File: config.mk
export PLATFORM = sky130hd
export DESIGN_NAME = counting_semaphore_priority_queue
export DESIGN_NICKNAME = d
export VERILOG_FILES = /design/src/design/csq_pkg.sv /design/src/design/csq_wait_queue.sv /design/src/design/counting_semaphore_priority_queue.sv
export SDC_FILE = /design/constraint.sdc
export NUM_CORES = 1
export LEC_CHECK = 0
export BUFFER_PORTS_ARGS = -buffer_cell sky130_fd_sc_hd__buf_4
export CORE_UTILIZATION = 34
export DETAILED_ROUTE_END_ITERATION = 7
export GPL_TIMING_DRIVEN = 0
export HOLD_SLACK_MARGIN = 0.12
export PLACE_DENSITY = 0.51
export SYNTH_ARGS = -nofsm -noshare
export SYNTH_HDL_FRONTEND = slang
export SYNTH_HIERARCHICAL = 1
export SYNTH_SLANG_ARGS = --single-unit
File: constraint.sdc
create_clock -name i_clk -period 4.41 [get_ports i_clk]
set_clock_uncertainty 0.2 [all_clocks]
set_input_delay 0.441 -clock i_clk [delete_from_list [all_inputs] [get_ports i_clk]]
set_output_delay 0.441 -clock i_clk [all_outputs]
set_load 0.1 [all_outputs]
File: src/design/csq_pkg.sv
// Shared types and constants for the counting semaphore with a priority wait queue.
// No dependencies; imported by csq_wait_queue and counting_semaphore_priority_queue.
`default_nettype none

package csq_pkg;

    // Fixed field widths
    localparam int COUNT_BITS     = 8;
    localparam int STATUS_BITS    = 3;
    localparam int CFG_INDEX_BITS = 2;

    // Command codes
    localparam logic CMD_WAIT   = 1'b0;
    localparam logic CMD_SIGNAL = 1'b1;

    // Configuration register indexes
    localparam logic [CFG_INDEX_BITS-1:0] CFG_INITIAL_COUNT = 2'd0;
    localparam logic [CFG_INDEX_BITS-1:0] CFG_COUNT_LIMIT   = 2'd1;

    // Result status codes
    typedef enum logic [STATUS_BITS-1:0] {
        ST_ACQUIRED   = 3'd0,
        ST_QUEUED     = 3'd1,
        ST_QUEUE_FULL = 3'd2,
        ST_RELEASED   = 3'd3,
        ST_RAISED     = 3'd4,
        ST_AT_MAX     = 3'd5
    } t_status;

    // Request from the semaphore control to the wait queue
    typedef struct packed {
        logic insert;
        logic remove;
    } t_q_req;

    // Response from the wait queue
    typedef struct packed {
        logic done;
    } t_q_rsp;

endpackage

`default_nettype wire

File: src/design/csq_wait_queue.sv
// Priority-ordered wait queue: circular buffer in a memory, sorted insert by a tail walk.
// Depends on csq_pkg (request/response types).
`default_nettype none

module csq_wait_queue
    import csq_pkg::*;
#(
    parameter int QUEUE_DEPTH   = 16,
    parameter int TASK_ID_BITS  = 8,
    parameter int PRIORITY_BITS = 8
) (
    input  wire logic                               i_clk,
    input  wire logic                               i_rst_n,
    input  wire t_q_req                             i_req,
    input  wire logic [TASK_ID_BITS-1:0]            i_task_id,
    input  wire logic [PRIORITY_BITS-1:0]           i_task_priority,
    output t_q_rsp                                  o_rsp,
    output logic      [TASK_ID_BITS-1:0]            o_woken_id,
    output logic      [$clog2(QUEUE_DEPTH+1)-1:0]   o_total
);

    localparam int AW = (QUEUE_DEPTH > 1) ? $clog2(QUEUE_DEPTH) : 1;
    localparam int CW = $clog2(QUEUE_DEPTH + 1);

    typedef enum logic [5:0] {
        Q_IDLE     = 6'b000001,
        Q_READ     = 6'b000010,
        Q_CMP      = 6'b000100,
        Q_PLACE    = 6'b001000,
        Q_DEQ_READ = 6'b010000,
        Q_DEQ_OUT  = 6'b100000
    } t_q_state;

    function automatic logic [AW-1:0] ptr_inc(input logic [AW-1:0] p);
        ptr_inc = (p == AW'(QUEUE_DEPTH - 1)) ? '0 : p + 1'b1;
    endfunction

    function automatic logic [AW-1:0] ptr_dec(input logic [AW-1:0] p);
        ptr_dec = (p == '0) ? AW'(QUEUE_DEPTH - 1) : p - 1'b1;
    endfunction

    // Queue storage
    logic [TASK_ID_BITS-1:0]  mem_id   [QUEUE_DEPTH];
    logic [PRIORITY_BITS-1:0] mem_prio [QUEUE_DEPTH];

    t_q_state                 r_state, n_state;
    logic [AW-1:0]            r_head, n_head;
    logic [AW-1:0]            r_tail, n_tail;
    logic [AW-1:0]            r_rd_ptr, n_rd_ptr;
    logic [AW-1:0]            r_wr_ptr, n_wr_ptr;
    logic [CW-1:0]            r_left, n_left;
    logic [CW-1:0]            r_total, n_total;
    logic [TASK_ID_BITS-1:0]  r_id;
    logic [PRIORITY_BITS-1:0] r_prio;
    logic [TASK_ID_BITS-1:0]  r_rd_id;
    logic [PRIORITY_BITS-1:0] r_rd_prio;

    logic [AW-1:0]            rd_addr;
    logic                     wr_en;
    logic [AW-1:0]            wr_addr;
    logic [TASK_ID_BITS-1:0]  wr_id;
    logic [PRIORITY_BITS-1:0] wr_prio;
    logic                     done;

    // Read one entry per cycle; during the walk prefetch the next lower slot
    assign rd_addr = (r_state == Q_CMP) ? ptr_dec(r_rd_ptr) : r_rd_ptr;

    // Sequencer for insert walk and head removal
    always_comb begin
        n_state  = r_state;
        n_head   = r_head;
        n_tail   = r_tail;
        n_rd_ptr = r_rd_ptr;
        n_wr_ptr = r_wr_ptr;
        n_left   = r_left;
        n_total  = r_total;
        wr_en    = 1'b0;
        wr_addr  = r_wr_ptr;
        wr_id    = r_id;
        wr_prio  = r_prio;
        done     = 1'b0;
        case (r_state)
            Q_IDLE: begin
                if (i_req.insert) begin
                    n_total  = r_total + 1'b1;
                    n_tail   = ptr_inc(r_tail);
                    n_wr_ptr = r_tail;
                    n_rd_ptr = ptr_dec(r_tail);
                    n_left   = r_total;
                    n_state  = (r_total == '0) ? Q_PLACE : Q_READ;
                end else if (i_req.remove) begin
                    n_total  = r_total - 1'b1;
                    n_head   = ptr_inc(r_head);
                    n_rd_ptr = r_head;
                    n_state  = Q_DEQ_READ;
                end
            end
            Q_READ: begin
                n_state = Q_CMP;
            end
            Q_CMP: begin
                if (r_prio < r_rd_prio) begin
                    // shift the entry up one slot and keep walking toward the head
                    wr_en    = 1'b1;
                    wr_id    = r_rd_id;
                    wr_prio  = r_rd_prio;
                    n_wr_ptr = r_rd_ptr;
                    n_rd_ptr = ptr_dec(r_rd_ptr);
                    n_left   = r_left - 1'b1;
                    if (r_left == CW'(1)) begin
                        n_state = Q_PLACE;
                    end
                end else begin
                    // equal or better entry found: new task goes behind it
                    wr_en   = 1'b1;
                    done    = 1'b1;
                    n_state = Q_IDLE;
                end
            end
            Q_PLACE: begin
                wr_en   = 1'b1;
                done    = 1'b1;
                n_state = Q_IDLE;
            end
            Q_DEQ_READ: begin
                n_state = Q_DEQ_OUT;
            end
            Q_DEQ_OUT: begin
                done    = 1'b1;
                n_state = Q_IDLE;
            end
            default: begin
                n_state = Q_IDLE;
            end
        endcase
    end

    // Control state
    always_ff @(posedge i_clk) begin
        if (!i_rst_n) begin
            r_state <= Q_IDLE;
            r_head  <= '0;
            r_tail  <= '0;
            r_total <= '0;
        end else begin
            r_state <= n_state;
            r_head  <= n_head;
            r_tail  <= n_tail;
            r_total <= n_total;
        end
    end

    // Walk pointers and the task being inserted
    always_ff @(posedge i_clk) begin
        r_rd_ptr <= n_rd_ptr;
        r_wr_ptr <= n_wr_ptr;
        r_left   <= n_left;
        if (r_state == Q_IDLE && i_req.insert) begin
            r_id   <= i_task_id;
            r_prio <= i_task_priority;
        end
    end

    // Memory write and registered read
    always_ff @(posedge i_clk) begin
        if (wr_en) begin
            mem_id[wr_addr]   <= wr_id;
            mem_prio[wr_addr] <= wr_prio;
        end
        r_rd_id   <= mem_id[rd_addr];
        r_rd_prio <= mem_prio[rd_addr];
    end

    assign o_rsp.done = done;
    assign o_woken_id = r_rd_id;
    assign o_total    = r_total;

endmodule

`default_nettype wire

File: src/design/counting_semaphore_priority_queue.sv
// Counting semaphore with a priority wait queue (top level).
// Acquire, raise, at-max and queue-full words are registered and show in the cycle after start;
// release waits on the dequeue, queueing on the one-slot-per-cycle insert walk in the memory.
// Throughput: one immediate word per cycle; busy holds off start while the queue works, and
// the next word is taken in the cycle the result shows. The receiver cannot stall.
// Reset clears the count to 0, the count limit to 1 and empties the queue; no clearing pass.
`default_nettype none

module counting_semaphore_priority_queue
    import csq_pkg::*;
#(
    parameter int QUEUE_DEPTH   = 16,
    parameter int TASK_ID_BITS  = 8,
    parameter int PRIORITY_BITS = 8
) (
    input  wire logic                               i_clk,
    input  wire logic                               i_rst_n,
    input  wire logic                               start,
    output logic                                    busy,
    input  wire logic                               i_command,
    input  wire logic [TASK_ID_BITS-1:0]            i_task_id,
    input  wire logic [PRIORITY_BITS-1:0]           i_task_priority,
    input  wire logic                               i_cfg_we,
    input  wire logic [CFG_INDEX_BITS-1:0]          i_cfg_index,
    input  wire logic [COUNT_BITS-1:0]              i_cfg_data,
    output logic                                    o_valid,
    output logic      [STATUS_BITS-1:0]             o_status,
    output logic      [TASK_ID_BITS-1:0]            o_woken_task_id,
    output logic                                    o_reschedule,
    output logic      [COUNT_BITS-1:0]              o_count_now,
    output logic      [$clog2(QUEUE_DEPTH+1)-1:0]   o_waiters_now
);

    localparam int CW = $clog2(QUEUE_DEPTH + 1);

    logic                    r_busy;
    logic [COUNT_BITS-1:0]   r_sem_count, n_sem_count;
    logic [COUNT_BITS-1:0]   r_count_limit;
    t_status                 r_pend_status;
    logic                    r_valid;
    t_status                 r_status;
    logic [TASK_ID_BITS-1:0] r_woken;
    logic                    r_resched;
    logic [COUNT_BITS-1:0]   r_count_now;
    logic [CW-1:0]           r_waiters_now;

    logic                    accept;
    t_q_req                  q_req;
    t_q_rsp                  q_rsp;
    logic [TASK_ID_BITS-1:0] q_woken;
    logic [CW-1:0]           q_total;
    t_status                 dec_status;

    assign accept = start && !r_busy;

    // Decide the outcome of a command against the current count and queue fill
    always_comb begin
        n_sem_count  = r_sem_count;
        q_req.insert = 1'b0;
        q_req.remove = 1'b0;
        dec_status   = ST_ACQUIRED;
        if (i_command == CMD_WAIT) begin
            if (r_sem_count != '0) begin
                n_sem_count = r_sem_count - 1'b1;
                dec_status  = ST_ACQUIRED;
            end else if (q_total >= CW'(QUEUE_DEPTH)) begin
                dec_status = ST_QUEUE_FULL;
            end else begin
                q_req.insert = accept;
                dec_status   = ST_QUEUED;
            end
        end else begin
            if (q_total != '0) begin
                q_req.remove = accept;
                dec_status   = ST_RELEASED;
            end else if (r_sem_count < r_count_limit) begin
                n_sem_count = r_sem_count + 1'b1;
                dec_status  = ST_RAISED;
            end else begin
                dec_status = ST_AT_MAX;
            end
        end
    end

    csq_wait_queue #(
        .QUEUE_DEPTH   (QUEUE_DEPTH),
        .TASK_ID_BITS  (TASK_ID_BITS),
        .PRIORITY_BITS (PRIORITY_BITS)
    ) u_queue (
        .i_clk           (i_clk),
        .i_rst_n         (i_rst_n),
        .i_req           (q_req),
        .i_task_id       (i_task_id),
        .i_task_priority (i_task_priority),
        .o_rsp           (q_rsp),
        .o_woken_id      (q_woken),
        .o_total         (q_total)
    );

    // Control state: busy flag, count, limit, result strobe
    always_ff @(posedge i_clk) begin
        if (!i_rst_n) begin
            r_busy        <= 1'b0;
            r_sem_count   <= '0;
            r_count_limit <= COUNT_BITS'(1);
            r_valid       <= 1'b0;
        end else begin
            // Strobe an immediate outcome or the end of a queue operation
            r_valid <= (accept && !(q_req.insert || q_req.remove)) || (r_busy && q_rsp.done);
            if (accept && (q_req.insert || q_req.remove)) begin
                r_busy <= 1'b1;
            end else if (r_busy && q_rsp.done) begin
                r_busy <= 1'b0;
            end
            // Load the count from a configuration write, else advance it on a command
            if (i_cfg_we && i_cfg_index == CFG_INITIAL_COUNT) begin
                r_sem_count <= i_cfg_data;
            end else if (accept) begin
                r_sem_count <= n_sem_count;
            end
            if (i_cfg_we && i_cfg_index == CFG_COUNT_LIMIT) begin
                r_count_limit <= i_cfg_data;
            end
        end
    end

    // Result word: immediate outcome, or queue outcome at completion
    always_ff @(posedge i_clk) begin
        if (accept) begin
            r_pend_status <= dec_status;
            if (!(q_req.insert || q_req.remove)) begin
                r_status      <= dec_status;
                r_woken       <= '0;
                r_resched     <= (dec_status == ST_QUEUE_FULL);
                r_count_now   <= n_sem_count;
                r_waiters_now <= q_total;
            end
        end
        if (r_busy && q_rsp.done) begin
            r_status      <= r_pend_status;
            r_woken       <= (r_pend_status == ST_RELEASED) ? q_woken : '0;
            r_resched     <= 1'b1;
            r_count_now   <= r_sem_count;
            r_waiters_now <= q_total;
        end
    end

    assign busy            = r_busy;
    assign o_valid         = r_valid;
    assign o_status        = r_status;
    assign o_woken_task_id = r_woken;
    assign o_reschedule    = r_resched;
    assign o_count_now     = r_count_now;
    assign o_waiters_now   = r_waiters_now;

endmodule

`default_nettype wire

==> qor.txt <==
Run status - finished with violations
Clock-pin slew on the worst setup and hold paths - 0.06 ns
DR DRC count - 1
DPL Wire Length - 44400 um
Die width - 238 um
Drt wl/cell - 24.5 um
CP bufs+invs - 6
Syn nets - 1755
Post-synthesis mux area share - 0.0879
Post-Route WL - 64200 um
Clk buf depth - 3
Flop pwr share - 0.344
Final Hold Viols - 0
Number of global-route vias before repair - 14400
Placer Congestion - 0.919
Crit Path Max Fanout - 10
Initial Utilization - 0.344
GRT overflow - 0
Commonest non-fill, non-tap cell in the layout - edfxtp_1
Die Ht - 238 um
Compound-Gate Fraction of Synth Area - 0.150
Final period util - 0.964
Distinct cells, synth - 81
H-tree level count - 2
Min-Delay Path Class - input port to flip-flop
Slowest stage cell, crit path - o21ai_0
Latest clock arrival within the worst-skew pair - 0.58 ns
Min cycle time layout - 4.25 ns
RSZ-0062 raised after global routing - no
Post-Synth XOR/XNOR Area - 0.00602
Top delay family on crit path - buffers and inverters
Setup crit start kind - flip-flop
# rows - 86
Cell area after synthesis - 18900 um^2
Layout cells sized above 1 - 0.120
Sequential share of the synthesized area - 0.553
Setup Viol. Count Final - 0
Slew Limit Headroom - 0.215
IR drop worst, VDD - 379 uV
Largest stage delay, worst path - 0.57 ns
CP arrival - 4.42 ns
Post-Syn Instances - 1698
Largest family of logic cells by synthesized area - compound AO/OA/AOI/OAI gates
Diodes inserted - 0
Post-synth EDFFs - 312
Most frequent cells in the layout - 312 x edfxtp_1, 157 x o21ai_0, 148 x mux2i_1, 142 x nand2_1, 112 x nand3_1
Sinks on Clock Net - 366
PwrDens - 597 nW/um^2
Failing checks - DRC
Synthesized flop and latch total - 366
Critical setup path kind - flip-flop to flip-flop
M1 wire length - 28400 um
Drt first-iter violations - 1377
Net Switching - 5.62 mW
Synthesis Warnings - 6
Metal3 WL - 4540 um
Clk pwr share - 0.259
Simple-gate share of the synthesized area - 0.144
Max Used Layer - met4
Comb pwr share - 0.396
Core footprint - 55000 um^2
Least-Margin Pin Slew - 1.18 ns
Root buffer cell - clkbuf_16
Largest net degree at the start of global routing - 23
Setup TNS - 0 ns
Finished Core Util - 0.404
Critical-path cell list - clkbuf_1 > inv_1 > clkbuf_1 > clkbuf_2 > ha_1 > nor3b_1 > nor3_2 > buf_6 > buf_6 > mux2i_1 > a211oi_1 > o21ai_0 > o2111ai_1
Highest Clock Rate - 235 MHz
Max-Cap Viols - 0
Area Overhead vs Synth - 17.5%
Asr flop ratio synth - 0
Ys flop type - edfxtp_1
Gr usage total - 0.226
Global-route wire length before repair - 94200 um
CP Capture Type - flip-flop
DIE AREA - 56500 um^2
Via Count - 14900
I/O pins - 58
Antenna violations before repair - 3
Cell Int Power - 7.64 mW
Vias per std cell - 5.67
Post-route ant nets - 0
WL met2 - 28500 um
Synth Area in Adders - 0.0176
Critical path required time - 4.58 ns
Final-report max-slew violation count - 0
Final hold slack - 0.261 ns
Post-layout net count - 1898
# port buffers - 56
Cts bufs inserted - 42
Mean Syn Cell Area - 11.1 um^2
CTS tree - built
Pre-antenna DRT Iters - 8
Switch share - 0.424
Lkg Pwr - 7.24 nW
==> worst register-to-register path: stages, from the launching register on <==
cell	delay, ns
edfxtp_1	0.35
clkbuf_1	0.24
inv_1	0.17
clkbuf_1	0.43
clkbuf_2	0.36
ha_1	0.32
nor3b_1	0.34
nor3_2	0.09
buf_6	0.19
buf_6	0.19
mux2i_1	0.15
a211oi_1	0.12
o21ai_0	0.57
o2111ai_1	0.34
==> power by group through the flow <==
stage | clock network (mW) | registers (mW) | logic [mW]
after floorplan | 0 | 5.33 | 2.54
after global placement | 0 | 4.63 | 5.07
after detailed placement | 0 | 4.63 | 5.12
after CTS | 3.52 | 4.56 | 5.17
after global routing | 3.64 | 4.61 | 5.54
final | 3.44 | 4.57 | 5.26
==> sequential cells by signal, summed over array words and instances (netlist names), 4 cells and up <==
signal	cells
u_queue/r_rd_prio	8
u_queue/o_woken_id	8
r_sem_count	8
u_queue/mem_id	128
o_count_now	8
r_count_limit	8
u_queue/r_prio	8
u_queue/r_state	6
u_queue/r_head	4
u_queue/r_left	5
u_queue/r_rd_ptr	4
o_waiters_now	5
u_queue/r_id	8
u_queue/mem_prio	128
u_queue/o_total	5
o_woken_task_id	8
u_queue/r_wr_ptr	4
u_queue/r_tail	4
==> cells in the mapped netlist, types with 3 or more instances <==
cell       count  area [um^2]
edfxtp_1     312         9370
o21ai_0      158          791
mux2i_1      148         1480
nand2_1      142          533
nand3_1      112          561
clkbuf_1     110          413
a211oi_1     101          758
and3_1        98          613
dfxtp_1       54         1080
nor2_1        51          191
a31oi_1       38          238
inv_1         32          120
ha_1          25          313
o21ai_1       25          125
nor3_1        21          105
a21oi_1       18         90.1
o2111ai_1     18          158
a22oi_1       17          128
and2_1        17          106
mux2_1        16          180
buf_2         13         65.1
nor2b_1       13         81.3
buf_6         12          135
xnor2_1       10         87.6
nand4_1        9         56.3
a21o_1         8         60.1
nand2b_1       8         50.1
nor4_1         7         43.8
o31ai_1        7         52.6
a21boi_0       6         45.0
buf_1          6         22.5
or3_1          6         37.5
or4_1          5         37.5
nor3b_1        4         30.0
a2111oi_2      3         45.0
buf_4          3         22.5
nand3b_1       3         22.5
nand4b_1       3         26.3
nor4b_1        3         26.3
o211ai_1       3         22.5
o21a_1         3         22.5
or4_4          3         33.8
xor2_1         3         26.3
==> worst paths after layout <==
kind | from | to | slack, ns | cells past startpoint
hold / removal | i_command | r_sem_count[4] | 0.26 | 5
hold reg to reg | r_count_limit[0] | r_count_limit[0] | 0.26 | 2
setup / recovery | u_queue/r_rd_ptr[0] | u_queue/o_woken_id[3] | 0.16 | 13
setup reg to reg | u_queue/r_rd_ptr[0] | u_queue/o_woken_id[3] | 0.16 | 13
==> routing by layer <==
layer | up-vias | GRT usage
met5 | - | 0
met4 | 0 | 0.103
met3 | 129 | 0.0315
met2 | 587 | 0.348
met1 | 7362 | 0.314
li1 | 6782 | -
==> layout make-up <==
type | count | area [um^2]
clock inverters | 23 | 176
flip-flops and latches | 366 | 10500
plain buffers | 143 | 663
well taps | 748 | 936
multi-input cells | 1155 | 7760
repair buffers | 100 | 928
clock buffers | 54 | 1170
inverters | 33 | 126
fillers | 5307 | 32800
==> cells by family after synthesis <==
kind of cell | count (synthesis)
AOI/OAI and AO/OA | 432
xor gates and xnor gates | 13
adders and majority gates | 26
buffers and inverters | 177
DFF | 366
muxes | 164
and+or+nand+nor | 520
==> stage by stage <==
stage                     power, mW  cell area (um^2)  setup slack [ns]  cells
final                          13.3             22200             0.158   2622
after global placement         9.70             20300             -1.15   2502
after CTS                      13.3             22200           0.00340   2623
after global routing           13.8             22200            0.0106   2622
after detailed placement       9.75             20600            -0.380   2519
after floorplan                7.87             18900             0.518   1698
==> what timing repair did <==
action,in CTS,in global routing
endpoints found under the setup margin,50,31
hold buffers,26,0
gates cloned,0,0
pin swaps,1,1
gates resized for setup,5,13
buffers inserted,1,0
endpoints found under the hold margin,38,0
No activity file was read; power rests on OpenSTA's default activity.
